--- src/sv/ipsp_pkg.sv ---
// Shared types and constants for the patch stream parser.
// No dependencies; used by every module of the block.
package ipsp_pkg;

   localparam int unsigned SIZE_W     = 25;
   localparam int unsigned ADDR_W     = 24;
   localparam int unsigned LEN_W      = 16;
   localparam int unsigned BYTE_W     = 8;
   localparam int unsigned FIFO_DEPTH = 4;
   localparam int unsigned FIFO_PTR_W = $clog2(FIFO_DEPTH);
   localparam int unsigned FIFO_CNT_W = $clog2(FIFO_DEPTH + 1);

   localparam logic [SIZE_W-1:0] MAIN_SIZE_RST  = 25'h100_0000;
   localparam logic [SIZE_W-1:0] EXTRA_SIZE_RST = 25'h000_0000;
   localparam logic [ADDR_W-1:0] END_MARK       = 24'h454F46;

   localparam logic CSR_MAIN_SIZE  = 1'b0;
   localparam logic CSR_EXTRA_SIZE = 1'b1;

   localparam logic ERR_HEADER = 1'b0;
   localparam logic ERR_RECORD = 1'b1;

   typedef enum logic [1:0] {
      KIND_WRITE = 2'd0,
      KIND_FILL  = 2'd1,
      KIND_DONE  = 2'd2,
      KIND_ERROR = 2'd3
   } kind_type;

   typedef enum logic [2:0] {
      PH_HEADER  = 3'd0,
      PH_OFFSET  = 3'd1,
      PH_LENGTH  = 3'd2,
      PH_LITERAL = 3'd3,
      PH_RUNLEN  = 3'd4,
      PH_FILLVAL = 3'd5,
      PH_STOPPED = 3'd6
   } phase_type;

   typedef struct packed {
      kind_type            kind;
      logic                region;
      logic [ADDR_W-1:0]   address;
      logic [LEN_W-1:0]    run_length;
      logic [BYTE_W-1:0]   data_value;
      logic                error_code;
      logic                last_of_run;
   } result_type;

   // Results produced by one parsed byte: none, one or two.
   typedef struct packed {
      logic [1:0]  count;
      result_type  res0;
      result_type  res1;
   } push_type;

endpackage

--- src/sv/ipsp_parser.sv ---
// Byte stage and record parser: input register, field state and result build.
// Depends on ipsp_pkg.
module ipsp_parser (
   input  logic                         clock,
   input  logic                         reset,
   input  logic                         req_valid,
   output logic                         req_stall,
   input  logic [ipsp_pkg::BYTE_W-1:0]  req_patch_byte,
   input  logic                         req_end_of_file,
   input  logic [ipsp_pkg::SIZE_W-1:0]  main_size,
   input  logic [ipsp_pkg::SIZE_W-1:0]  extra_size,
   input  logic                         space,
   output ipsp_pkg::push_type           push
);

   typedef enum logic [1:0] {
      TGT_MAIN  = 2'd0,
      TGT_EXTRA = 2'd1,
      TGT_NONE  = 2'd2
   } target_type;

   function automatic logic [7:0] header_char(input logic [2:0] idx);
      logic [7:0] c;
      case (idx)
         3'd0:    c = 8'h50;
         3'd1:    c = 8'h41;
         3'd2:    c = 8'h54;
         3'd3:    c = 8'h43;
         3'd4:    c = 8'h48;
         default: c = 8'h00;
      endcase
      return c;
   endfunction

   function automatic ipsp_pkg::result_type status(input ipsp_pkg::kind_type k,
                                                   input logic err);
      ipsp_pkg::result_type r;
      r            = '0;
      r.kind       = k;
      r.error_code = err;
      return r;
   endfunction

   logic                         in_valid_ff, in_valid_in;
   logic [ipsp_pkg::BYTE_W-1:0]  in_byte_ff;
   logic                         in_eof_ff;
   logic                         accept, fire;

   ipsp_pkg::phase_type          phase_ff, phase_in;
   logic [2:0]                   cnt_ff, cnt_in;
   logic [ipsp_pkg::ADDR_W-1:0]  offset_ff, offset_in;
   logic [ipsp_pkg::LEN_W-1:0]   length_ff, length_in;
   logic [ipsp_pkg::LEN_W-1:0]   left_ff, left_in;
   logic [ipsp_pkg::ADDR_W-1:0]  wptr_ff, wptr_in;
   logic [ipsp_pkg::LEN_W-1:0]   budget_ff, budget_in;
   target_type                   target_ff, target_in;

   // Region decision for the current record
   logic [ipsp_pkg::LEN_W-1:0]   shift_len, map_len, map_budget;
   logic [ipsp_pkg::SIZE_W-1:0]  ofs_ext, diff, room;
   logic [ipsp_pkg::ADDR_W-1:0]  map_ptr;
   logic                         in_main, in_extra;
   target_type                   map_target;

   ipsp_pkg::result_type         prim;
   logic                         prim_valid;

   assign accept      = req_valid && !req_stall;
   assign fire        = in_valid_ff && space;
   assign req_stall   = in_valid_ff && !space;
   assign in_valid_in = accept || (in_valid_ff && !fire);

   always_ff @(posedge clock) begin
      if (reset) begin
         in_valid_ff <= 1'b0;
      end else begin
         in_valid_ff <= in_valid_in;
      end
      if (accept) begin
         in_byte_ff <= req_patch_byte;
         in_eof_ff  <= req_end_of_file;
      end
   end

   always_comb begin
      shift_len = {length_ff[7:0], in_byte_ff};
      map_len   = (phase_ff == ipsp_pkg::PH_LENGTH) ? shift_len : length_ff;
      ofs_ext   = {1'b0, offset_ff};
      in_main   = ofs_ext < main_size;
      diff      = ofs_ext - main_size;
      in_extra  = (extra_size != '0) && (diff < extra_size);
      room      = in_main ? (main_size - ofs_ext) : (extra_size - diff);
      if (in_main) begin
         map_target = TGT_MAIN;
         map_ptr    = offset_ff;
      end else if (in_extra) begin
         map_target = TGT_EXTRA;
         map_ptr    = diff[ipsp_pkg::ADDR_W-1:0];
      end else begin
         map_target = TGT_NONE;
         map_ptr    = '0;
      end
      if (!in_main && !in_extra) begin
         map_budget = '0;
      end else if ({9'd0, map_len} < room) begin
         map_budget = map_len;
      end else begin
         map_budget = room[ipsp_pkg::LEN_W-1:0];
      end
   end

   always_comb begin
      phase_in   = phase_ff;
      cnt_in     = cnt_ff;
      offset_in  = offset_ff;
      length_in  = length_ff;
      left_in    = left_ff;
      wptr_in    = wptr_ff;
      budget_in  = budget_ff;
      target_in  = target_ff;
      prim       = '0;
      prim_valid = 1'b0;
      push       = '0;
      if (fire) begin
         case (phase_ff)
            ipsp_pkg::PH_HEADER: begin
               if (in_byte_ff != header_char(cnt_ff)) begin
                  prim       = status(ipsp_pkg::KIND_ERROR, ipsp_pkg::ERR_HEADER);
                  prim_valid = 1'b1;
                  phase_in   = ipsp_pkg::PH_STOPPED;
               end else if (cnt_ff == 3'd4) begin
                  cnt_in   = '0;
                  phase_in = ipsp_pkg::PH_OFFSET;
               end else begin
                  cnt_in = cnt_ff + 3'd1;
               end
            end
            ipsp_pkg::PH_OFFSET: begin
               offset_in = {offset_ff[15:0], in_byte_ff};
               if (cnt_ff == 3'd2) begin
                  cnt_in = '0;
                  if (offset_in == ipsp_pkg::END_MARK) begin
                     prim       = status(ipsp_pkg::KIND_DONE, 1'b0);
                     prim_valid = 1'b1;
                     phase_in   = ipsp_pkg::PH_STOPPED;
                  end else begin
                     length_in = '0;
                     phase_in  = ipsp_pkg::PH_LENGTH;
                  end
               end else begin
                  cnt_in = cnt_ff + 3'd1;
               end
            end
            ipsp_pkg::PH_LENGTH: begin
               length_in = shift_len;
               if (cnt_ff == 3'd1) begin
                  cnt_in = '0;
                  if (shift_len == '0) begin
                     phase_in = ipsp_pkg::PH_RUNLEN;
                  end else begin
                     left_in   = shift_len;
                     target_in = map_target;
                     wptr_in   = map_ptr;
                     budget_in = map_budget;
                     phase_in  = ipsp_pkg::PH_LITERAL;
                  end
               end else begin
                  cnt_in = cnt_ff + 3'd1;
               end
            end
            ipsp_pkg::PH_LITERAL: begin
               if (budget_ff != '0 && target_ff != TGT_NONE) begin
                  prim.kind       = ipsp_pkg::KIND_WRITE;
                  prim.region     = (target_ff == TGT_EXTRA);
                  prim.address    = wptr_ff;
                  prim.data_value = in_byte_ff;
                  prim_valid      = 1'b1;
                  wptr_in         = wptr_ff + 24'd1;
                  budget_in       = budget_ff - 16'd1;
               end
               if (left_ff != '0) begin
                  left_in = left_ff - 16'd1;
               end
               if (left_in == '0) begin
                  cnt_in   = '0;
                  phase_in = ipsp_pkg::PH_OFFSET;
               end
            end
            ipsp_pkg::PH_RUNLEN: begin
               length_in = shift_len;
               if (cnt_ff == 3'd1) begin
                  cnt_in   = '0;
                  phase_in = ipsp_pkg::PH_FILLVAL;
               end else begin
                  cnt_in = cnt_ff + 3'd1;
               end
            end
            ipsp_pkg::PH_FILLVAL: begin
               target_in = map_target;
               wptr_in   = map_ptr;
               budget_in = map_budget;
               if (map_target != TGT_NONE) begin
                  prim.kind       = ipsp_pkg::KIND_FILL;
                  prim.region     = (map_target == TGT_EXTRA);
                  prim.address    = map_ptr;
                  prim.run_length = map_budget;
                  prim.data_value = in_byte_ff;
                  prim_valid      = 1'b1;
               end
               cnt_in   = '0;
               phase_in = ipsp_pkg::PH_OFFSET;
            end
            default: begin
               // stopped: drop every byte until reset
            end
         endcase

         push.res0 = prim;
         push.count = {1'b0, prim_valid};
         if (in_eof_ff && phase_in != ipsp_pkg::PH_STOPPED) begin
            if (phase_in == ipsp_pkg::PH_OFFSET && cnt_in == '0) begin
               push.res1 = status(ipsp_pkg::KIND_DONE, 1'b0);
            end else if (phase_in == ipsp_pkg::PH_HEADER) begin
               push.res1 = status(ipsp_pkg::KIND_ERROR, ipsp_pkg::ERR_HEADER);
            end else begin
               push.res1 = status(ipsp_pkg::KIND_ERROR, ipsp_pkg::ERR_RECORD);
            end
            phase_in = ipsp_pkg::PH_STOPPED;
            push.res1.last_of_run = 1'b1;
            if (prim_valid) begin
               push.count = 2'd2;
            end else begin
               push.res0  = push.res1;
               push.res1  = '0;
               push.count = 2'd1;
            end
         end else begin
            push.res0.last_of_run = prim_valid;
         end
      end
   end

   always_ff @(posedge clock) begin
      if (reset) begin
         phase_ff  <= ipsp_pkg::PH_HEADER;
         cnt_ff    <= '0;
         offset_ff <= '0;
         length_ff <= '0;
         left_ff   <= '0;
         wptr_ff   <= '0;
         budget_ff <= '0;
         target_ff <= TGT_MAIN;
      end else begin
         phase_ff  <= phase_in;
         cnt_ff    <= cnt_in;
         offset_ff <= offset_in;
         length_ff <= length_in;
         left_ff   <= left_in;
         wptr_ff   <= wptr_in;
         budget_ff <= budget_in;
         target_ff <= target_in;
      end
   end

`ifndef SYNTHESIS
   a_stopped_silent: assert property (@(posedge clock) disable iff (reset)
      (phase_ff == ipsp_pkg::PH_STOPPED) |-> (push.count == 2'd0))
      else $error("results produced after the stream stopped");

   a_pair_ends_stream: assert property (@(posedge clock) disable iff (reset)
      (push.count == 2'd2) |-> (push.res1.kind == ipsp_pkg::KIND_DONE ||
                                push.res1.kind == ipsp_pkg::KIND_ERROR))
      else $error("second result of a beat is not a stream status");

   a_none_no_budget: assert property (@(posedge clock) disable iff (reset)
      (target_ff == TGT_NONE) |-> (budget_ff == '0))
      else $error("write budget left for a skipped record");
`endif

endmodule

--- src/sv/ipsp_rsp_fifo.sv ---
// Result buffer: takes up to two results a cycle, hands out one a cycle unless stalled.
// Depends on ipsp_pkg.
module ipsp_rsp_fifo (
   input  logic                  clock,
   input  logic                  reset,
   input  ipsp_pkg::push_type    push,
   output logic                  space,
   output logic                  rsp_valid,
   input  logic                  rsp_stall,
   output ipsp_pkg::result_type  rsp
);

   ipsp_pkg::result_type                 mem_ff [ipsp_pkg::FIFO_DEPTH];
   logic [ipsp_pkg::FIFO_PTR_W-1:0]      wr_ptr_ff, wr_ptr_in;
   logic [ipsp_pkg::FIFO_PTR_W-1:0]      rd_ptr_ff, rd_ptr_in;
   logic [ipsp_pkg::FIFO_CNT_W-1:0]      count_ff, count_in;
   logic [ipsp_pkg::FIFO_PTR_W-1:0]      wr_next;
   logic                                 pop;

   // Room for a full pair of results, regardless of what leaves this cycle
   assign space     = count_ff <= ipsp_pkg::FIFO_CNT_W'(ipsp_pkg::FIFO_DEPTH - 2);
   assign rsp_valid = count_ff != '0;
   assign pop       = rsp_valid && !rsp_stall;
   assign rsp       = mem_ff[rd_ptr_ff];
   assign wr_next   = wr_ptr_ff + ipsp_pkg::FIFO_PTR_W'(1);

   always_comb begin
      wr_ptr_in = wr_ptr_ff + ipsp_pkg::FIFO_PTR_W'(push.count);
      rd_ptr_in = rd_ptr_ff + ipsp_pkg::FIFO_PTR_W'(pop);
      count_in  = count_ff + ipsp_pkg::FIFO_CNT_W'(push.count)
                  - ipsp_pkg::FIFO_CNT_W'(pop);
   end

   always_ff @(posedge clock) begin
      if (reset) begin
         wr_ptr_ff <= '0;
         rd_ptr_ff <= '0;
         count_ff  <= '0;
      end else begin
         wr_ptr_ff <= wr_ptr_in;
         rd_ptr_ff <= rd_ptr_in;
         count_ff  <= count_in;
      end
      if (push.count != 2'd0) begin
         mem_ff[wr_ptr_ff] <= push.res0;
      end
      if (push.count == 2'd2) begin
         mem_ff[wr_next] <= push.res1;
      end
   end

`ifndef SYNTHESIS
   a_count_bound: assert property (@(posedge clock) disable iff (reset)
      count_ff <= ipsp_pkg::FIFO_CNT_W'(ipsp_pkg::FIFO_DEPTH))
      else $error("result buffer overfilled");

   a_push_has_room: assert property (@(posedge clock) disable iff (reset)
      (push.count != 2'd0) |->
         (count_ff <= ipsp_pkg::FIFO_CNT_W'(ipsp_pkg::FIFO_DEPTH - 2)))
      else $error("results pushed without room for a pair");
`endif

endmodule

--- src/sv/ips_patch_stream_parser.sv ---
// Patch stream parser top level: register port, parser stage, result buffer.
// Depends on ipsp_pkg, ipsp_parser and ipsp_rsp_fifo.
// Path: an accepted byte waits in the parser's input register, its results are
// written into the result buffer, and the buffer presents them at the port in order.
// Throughput: one byte per cycle unless the buffer lacks room, set by the single parser stage and a four-entry buffer.
// Reset (synchronous): header phase, empty buffer, main_size 2^24, extra_size 0.
module ips_patch_stream_parser (
   input  logic                         clock,
   input  logic                         reset,
   input  logic                         req_valid,
   output logic                         req_stall,
   input  logic [ipsp_pkg::BYTE_W-1:0]  req_patch_byte,
   input  logic                         req_end_of_file,
   output logic                         rsp_valid,
   input  logic                         rsp_stall,
   output logic [1:0]                   rsp_kind,
   output logic                         rsp_region,
   output logic [ipsp_pkg::ADDR_W-1:0]  rsp_address,
   output logic [ipsp_pkg::LEN_W-1:0]   rsp_run_length,
   output logic [ipsp_pkg::BYTE_W-1:0]  rsp_data_value,
   output logic                         rsp_error_code,
   output logic                         rsp_last_of_run,
   input  logic                         csr_valid,
   output logic                         csr_ready,
   input  logic                         csr_index,
   input  logic [ipsp_pkg::SIZE_W-1:0]  csr_data
);

   logic [ipsp_pkg::SIZE_W-1:0]  main_size_ff;
   logic [ipsp_pkg::SIZE_W-1:0]  extra_size_ff;
   logic                         space;
   ipsp_pkg::push_type           push;
   ipsp_pkg::result_type         rsp;

   assign csr_ready = 1'b1;

   always_ff @(posedge clock) begin
      if (reset) begin
         main_size_ff  <= ipsp_pkg::MAIN_SIZE_RST;
         extra_size_ff <= ipsp_pkg::EXTRA_SIZE_RST;
      end else if (csr_valid && csr_ready) begin
         case (csr_index)
            ipsp_pkg::CSR_MAIN_SIZE:  main_size_ff  <= csr_data;
            ipsp_pkg::CSR_EXTRA_SIZE: extra_size_ff <= csr_data;
            default: begin
            end
         endcase
      end
   end

   ipsp_parser u_parser (
      .clock           (clock),
      .reset           (reset),
      .req_valid       (req_valid),
      .req_stall       (req_stall),
      .req_patch_byte  (req_patch_byte),
      .req_end_of_file (req_end_of_file),
      .main_size       (main_size_ff),
      .extra_size      (extra_size_ff),
      .space           (space),
      .push            (push)
   );

   ipsp_rsp_fifo u_fifo (
      .clock     (clock),
      .reset     (reset),
      .push      (push),
      .space     (space),
      .rsp_valid (rsp_valid),
      .rsp_stall (rsp_stall),
      .rsp       (rsp)
   );

   assign rsp_kind        = rsp.kind;
   assign rsp_region      = rsp.region;
   assign rsp_address     = rsp.address;
   assign rsp_run_length  = rsp.run_length;
   assign rsp_data_value  = rsp.data_value;
   assign rsp_error_code  = rsp.error_code;
   assign rsp_last_of_run = rsp.last_of_run;

endmodule

--- config.mk ---
export PLATFORM = sky130hd
export DESIGN_NAME = ips_patch_stream_parser
export DESIGN_NICKNAME = d
export VERILOG_FILES = /design/src/sv/ipsp_pkg.sv /design/src/sv/ipsp_parser.sv /design/src/sv/ipsp_rsp_fifo.sv /design/src/sv/ips_patch_stream_parser.sv
export SDC_FILE = /design/constraint.sdc
export NUM_CORES = 1
export LEC_CHECK = 0
export BUFFER_PORTS_ARGS = -buffer_cell sky130_fd_sc_hd__buf_2
export CAP_MARGIN = 20
export CORE_ASPECT_RATIO = 1.75
export CORE_MARGIN = 4
export CORE_UTILIZATION = 35
export CTS_BUF_LIST = sky130_fd_sc_hd__clkbuf_4
export CTS_CLUSTER_DIAMETER = 40
export DETAILED_ROUTE_END_ITERATION = 7
export SYNTH_ARGS = -nofsm -noshare
export SYNTH_HDL_FRONTEND = slang
export SYNTH_SLANG_ARGS = --single-unit
--- constraint.sdc ---
create_clock -name clock -period 6.42 [get_ports clock]
set_input_delay 0.321 -clock clock [delete_from_list [all_inputs] [get_ports clock]]
set_output_delay 0.321 -clock clock [all_outputs]
set_load 0.02 [all_outputs]
# [Word level (Yosys, flattened, before mapping)]
# Memory sizes are Yosys's and may differ from the RTL's. A register that Yosys moved wholly into a read port is not among the register bits.
# Index checks and enable logic that the tools add are counted.
[op_classes] n_eq_ne=23 mux=79 bitwise=1 n_reduce_logical=40 order_cmp=4 add_sub_neg=12
[ops] operator="$mux 53" count=5
[ops] operator="$mux 16" count=13
[ops] operator="$mux 24" count=5
[ops] operator="$mux 108" count=1
[ops] operator="$pmux 27 s4" count=1
[ops] operator="$mux 106" count=1
[ops] operator="$pmux 16 s3" count=2
[ops] operator="$pmux 24 s3" count=1
[ops] operator="$pmux 16 s2" count=2
[ops] operator="$mux 54" count=1
[ops] operator="$mux 25" count=2
[ops] operator="$mux 50" count=1
[ops] operator="$mux 3" count=16
[ops] operator="$pmux 7 s5" count=1
[ops] operator="$logic_not 16->1" count=2
[ops] operator="$pmux 8 s4" count=1
[ops] operator="$reduce_bool 16->1" count=2
[ops] operator="$sub 16x1->16 const B" count=2
[ops] operator="$lt 16x25->1" count=1
[ops] operator="$lt 24x25->1" count=1
[ops] operator="$lt 25x25->1" count=1
[ops] operator="$reduce_bool 25->1" count=1
[ops] operator="$sub 24x25->25" count=1
[ops] operator="$sub 25x24->25" count=1
[ops] operator="other kinds (37)" count=94
[word_totals] inputBits=40 mem_bits_rw=212 n_memories=1 elab_cells=176 register_bits=171
[memory_table] name="u_fifo.mem_ff" depth=4 width=53 rd=1 rd_ports_with_merged_regs=1 wr=2 line_no="ipsp_rsp_fifo.sv:13" rtl="ipsp_pkg::result_type mem_ff [ipsp_pkg::FIFO_DEPTH];"

# [Depth between registers and ports, before layout]
[logic_depth] depth_word=17 ltp_mapped=32 mapped_depth_nobuf=31

# [Cells and area by module]
# From an unflattened synthesis, not the netlist that was laid out.
[unflattened] hier_cells=2590 area_unflattened_um2=25436.9
[by_module_without_submodules] mod="ipsp_parser" n_inst=1 seq_area_each_um2=2372.3 area_per_inst_um2=12746.0 cells_each=1834
[by_module_without_submodules] mod="ipsp_rsp_fifo" n_inst=1 seq_area_each_um2=6506.2 area_per_inst_um2=10612.7 cells_each=560
[by_module_without_submodules] mod="ips_patch_stream_parser" n_inst=1 seq_area_each_um2=1001.0 area_per_inst_um2=2078.2 cells_each=196

# [Least setup slack after synthesis]
# No wires, ideal clock.
[synth_timing] path_type="register -> register" start="register u_parser.offset_ff[0] (netlist name)" end="memory u_fifo.mem_ff[3][43] (netlist name)" t_arrival_ns=6.524 path_stages_with_launch=28 n_path_buf=1 required_time_ns=6.360 setup_ns=0.060 setup_slack_ns=-0.164 cell_sequence="dfxtp_1 inv_1 ha_1 inv_1 fa_1 a21o_1 a21oi_1 o21ai_0 a31oi_1 o21bai_1 a221o_1 a221oi_1 xor2_1 ha_1 and3_1 a311oi_1 o21ai_0 a31oi_1 o21ai_0 a21oi_1 o21ai_0 ha_1 nor2_1 nor2_1 nand3_1 nor3_1 clkbuf_1 a22o_1"
[synth_lines] item="from (decl)" line_no="ipsp_parser.sv:51" rtl="logic [ipsp_pkg::ADDR_W-1:0] offset_ff, offset_in;"
[synth_lines] item="from (signal assigned)" line_no="ipsp_parser.sv:256" rtl="offset_ff <= offset_in;"
[synth_lines] item="to (decl)" line_no="ipsp_rsp_fifo.sv:13"

# [Worst setup path in the final report]
[layout_timing] start="register u_parser.offset_ff[1] (netlist name)" end="register u_parser.budget_ff[11] (netlist name)"
[layout_via] elab_chain_len=9 elab_cells_between_ends=16
[layout_lines] item="$sub 24x25->25" line_no="ipsp_parser.sv:90" rtl="diff = ofs_ext - main_size;"
[layout_lines] item="$sub 25x25->25 or $lt 25x25->1 (tied branches)" line_no="ipsp_parser.sv:92, ipsp_parser.sv:91"
[layout_lines] item="$mux 25 or $logic_and 1x1->1 (tied branches)" line_no="ipsp_parser.sv:92, ipsp_parser.sv:91"
[layout_lines] item="$lt 16x25->1 or $logic_not 1->1 (tied branches)" line_no="ipsp_parser.sv:105, ipsp_parser.sv:103"
[layout_lines] item="$mux 16 or $logic_and 1x1->1 (tied branches)" line_no="ipsp_parser.sv:105, ipsp_parser.sv:103"
[layout_lines] item="$mux 16 (*)" line_no="ipsp_parser.sv:103" rtl="if (!in_main && !in_extra) begin"
[layout_lines] item="$mux 16" line_no="ipsp_parser.sv:158" rtl="if (shift_len == '0) begin"
[layout_lines] item="$mux 16" line_no="ipsp_parser.sv:156" rtl="if (cnt_ff == 3'd1) begin"
[layout_lines] item="$pmux 16 s3 (*)" line_no="ipsp_parser.sv:125" rtl="case (phase_ff)"
[layout_lines] item="to (signal assigned)" line_no="ipsp_parser.sv:260" rtl="budget_ff <= budget_in;"
[layout_lines] item="to (decl)" line_no="ipsp_parser.sv:55" rtl="logic [ipsp_pkg::LEN_W-1:0] budget_ff, budget_in;"
# Mark *: on every way between the ends. The rest lies on a longest branch, timed or not. The select of a mux whose other input is x is not followed.
# A chain may end at the register's enable or synchronous reset.

==> key figures <==
Status
  – Status: finished with violations
  – Violated checks: design-rule violations

Hold path
  – Hold Path Class: input pin to register
  – HP Start: rsp_stall
  – Hold path endpoint: u_fifo.count_ff[0]
  – Min-Delay Path Depth: 5

STA
  – Unrepaired setup endpoints after global routing: yes
  – Peak Freq: 161 MHz
  – Final slew viol count: 0
  – Slew @ Worst Pin: 1.07 ns
  – Final hold vios: 0
  – Max-slew headroom: 28.8%
  – Final setup vio count: 0
  – Post-route clock skew: 0.111 ns
  – Hold slack: 0.0590 ns
  – Min Clock Period, post-route: 6.21 ns
  – Final worst-path cycle share: 96.7%

Floorplanning
  – Initial Utilization: 35.3%
  – Ports: 96
  – Row count: 121
  – Die X: 197 um
  – Die H: 339 um
  – Core ar.: 62100 um2
  – DIE AREA: 66800 um2

Global route
  – Total gr overflow: 0
  – First-pass GRT wire length: 126 mm
  – Total track usage: 23.9%
  – Vias in the first global route: 22100
  – Largest net degree at the start of global routing: 83
  – Initial antenna violation count: 2

Worst setup path
  – Worst reg2reg path depth: 33
  – Kind of critical path: register to register
  – CP max-delay cell: dfxtp_2
  – Critical Path Source: u_parser.offset_ff[1]
  – Critical path data arrival time: 6.96 ns
  – Maximum fanout along the worst path: 5
  – Reg2Reg Launch Point: u_parser.offset_ff[1]
  – Kind of start point of the critical path: register
  – Reg2reg setup slack: 0.21 ns
  – Crit-path max cell delay: 0.35 ns
  – Crit end category: register
  – Reg-to-reg endpoint: u_parser.budget_ff[11]
  – CP most frequent cell: buf_4
  – WP data required: 7.17 ns

Route
  – Pre-antenna DRT Iters: 8
  – DRC Markers: 14
  – Routed Antenna Nets: 0
  – Violation count after the first detailed-route iteration: 1415
  – Routed vias/inst: 5.78
  – Routed WL: 83.7 mm
  – Via Count: 22000
  – WL/cell: 22.0 um

Yosys
  – #FFs+latches synth: 383
  – Post-synth EDFFs: 25
  – Synth area leaders: dfxtp_1, a22o_1, nand2_1, ha_1, mux4_2
  – Register area share after synthesis: 36.2%
  – Syn Nets: 2735
  – Post-synth top area share: 32.7%
  – Post-Syn Instances: 2591
  – Ys async rst share: 0%
  – Synthesized area per cell: 8.45 um2
  – Distinct cell type count after synthesis: 80
  – Cell taking the most area after synthesis: dfxtp_1
  – Synthesized cell area: 21900 um2
  – Synth warn: 0
  – Predominant post-synthesis flop cell: dfxtp_1

Pwr
  – Max VDD drop: 278 uV
  – PD cells: 235 nW/um2
  – Leak: 0.0110 uW

Clock network
  – Reg clk slew, reported paths: 0.09 ns
  – CTS Buf Count: 91
  – Worst skew pair latency: 0.88 ns
  – H-Tree Depth: 3
  – CTS sink cnt: 383
  – Clock Path Buffers: 3
  – CTS tree: built
  – Root buffer cell: clkbuf_4

Place
  – Placed insts: 3581
  – DP Wirelength: 62.9 mm
  – Routability Congestion: 0.949
  – # port buffers: 94

Finish
  – Cell Count, Final, Fillers Out: 3808
  – Layout overhead on the synthesized area: 24.7%
  – Nets: 3080
  – Share of layout cells above drive strength 1: 23.2%

Flow run
  – MaxCap Viol Count: 0
[cell families after synthesis]
group,after synthesis,share of synthesized area [%]
flops,383,36.2
simple gates,827,17.0
mux,95,7.45
fa+ha+maj,104,6.08
buf+inv,283,4.96
compound gates,830,25.6
xor+xnor,68,2.72
other cells,1,0.0171
[where the power goes]
| group | leakage, uW | switching, uW | total (uW) | internal, uW |
|---|---|---|---|---|
| combinational | 0.00714 | 1010 | 1770 | 756 |
| clock | 0.000699 | 1080 | 2080 | 1010 |
| sequential | 0.00313 | 96.6 | 2550 | 2450 |
[what timing repair did]
| action | in CTS | in global routing |
|---|---|---|
| hold buffers | 38 | 0 |
| endpoints found under the setup margin | 233 | 238 |
| resized for setup | 44 | 70 |
| gates cloned | 1 | 3 |
| buffers inserted | 7 | 11 |
| pin swaps | 11 | 34 |
| endpoints found under the hold margin | 60 | 0 |
[final cells by class]
cell class | count | area, um2
inverter | 115 | 432
tap | 799 | 1000
multi-input combinational | 1925 | 13400
sequential | 383 | 7930
timing repair buffer | 420 | 3310
antenna | 2 | 5.00
fill | 6220 | 34800
clock inverter | 38 | 251
clock buffer | 126 | 946
[worst max path at each step]
stage	cells past startpoint	endpoint	slack [ns]
floorplan	28	u_fifo.mem_ff[0][0]	0.03
global placement	34	u_parser.budget_ff[7]	-0.62
detailed placement	34	u_fifo.mem_ff[1][17]	-0.58
CTS	28	u_fifo.count_ff[2]	0.003
global route	34	u_parser.budget_ff[6]	-0.15
finish	33	u_parser.budget_ff[11]	0.21
[metal layers]
| layer | global-route usage, % | vias up | wire length [um] |
|---|---|---|---|
| li1 | - | 10200 | - |
| met1 | 23.8 | 10600 | 28800 |
| met2 | 44.4 | 846 | 43800 |
| met3 | 3.33 | 307 | 4170 |
| met4 | 17.2 | 2 | 6950 |
| met5 | 0 | - | 13 |
[synthesized netlist by cell type, types with 9 or more instances]
| library cell | n |
|---|---|
| o211ai_1 | 13 |
| a22o_1 | 159 |
| nand2b_1 | 23 |
| a32oi_1 | 9 |
| o21ai_0 | 167 |
| nor3_1 | 54 |
| ha_1 | 100 |
| xor2_1 | 24 |
| o21a_1 | 13 |
| a221oi_1 | 12 |
| a21o_1 | 33 |
| a31oi_1 | 30 |
| buf_2 | 10 |
| xnor2_1 | 44 |
| edfxtp_1 | 25 |
| mux2i_1 | 29 |
| a21oi_1 | 220 |
| buf_1 | 15 |
| nor2_1 | 173 |
| nand4_1 | 29 |
| a22oi_1 | 19 |
| nand3_1 | 63 |
| a211oi_1 | 14 |
| o21bai_1 | 19 |
| nor4_1 | 18 |
| or3_1 | 14 |
| and3_1 | 21 |
| and2_1 | 17 |
| clkbuf_1 | 141 |
| dfxtp_1 | 358 |
| mux4_2 | 53 |
| nor2b_1 | 22 |
| nand2_1 | 364 |
| o22ai_1 | 26 |
| inv_1 | 115 |
| mux2_2 | 13 |
[sequential cells by signal, summed over array words and instances (netlist names), 3 cells and up]
name                 count
extra_size_ff           25
main_size_ff            25
u_fifo.count_ff          3
u_fifo.mem_ff          212
u_parser.budget_ff      16
u_parser.cnt_ff          3
u_parser.in_byte_ff      8
u_parser.left_ff        16
u_parser.length_ff      16
u_parser.offset_ff      24
u_parser.phase_ff        3
u_parser.wptr_ff        24
[placed cells by master (no fill, tap or decap), types with 29 or more instances in the layout]
cell type and n:
a21o_1 33, a21oi_1 207, a22o_1 159, buf_2 93
buf_4 259, clkbuf_4 126, dfxtp_1 353, dlygate4sd3_1 38
ha_1 95, inv_1 113, mux4_2 53, nand2_1 362
nand3_1 62, nand4_1 29, nor2_1 171, nor3_1 49
o21ai_0 150, xnor2_1 41
[stage by stage]
stage / setup WS, ns / util, % / power [uW] / area, um2 / setup TNS (ns)
2_1_floorplan: 0.0288 / - / 3570 / 21900 / 0
6_report: 0.213 / 44.0 / 6400 / 27300 / 0
3_5_place_dp: -0.579 / 40.2 / 4220 / 25000 / -61.33
4_1_cts: 0.00316 / 43.2 / 6380 / 26800 / 0
5_1_grt: -0.150 / 44.0 / 6710 / 27300 / -5.97
3_3_place_gp: -0.616 / 40.2 / 4200 / 24900 / -42.16
[critical path: cells and delay by family, from the launching register on]
family	cells	cell delay, ns
multiplexers	1	0.20
adder cells (fa/ha/maj)	3	0.85
buffers and inverters	7	1.23
flip-flops	1	0.35
AND/OR/NAND/NOR	6	0.75
AO/OA/AOI/OAI	14	2.46
XOR/XNOR	2	0.33
Note: power is estimated with default switching activity, not from simulation.
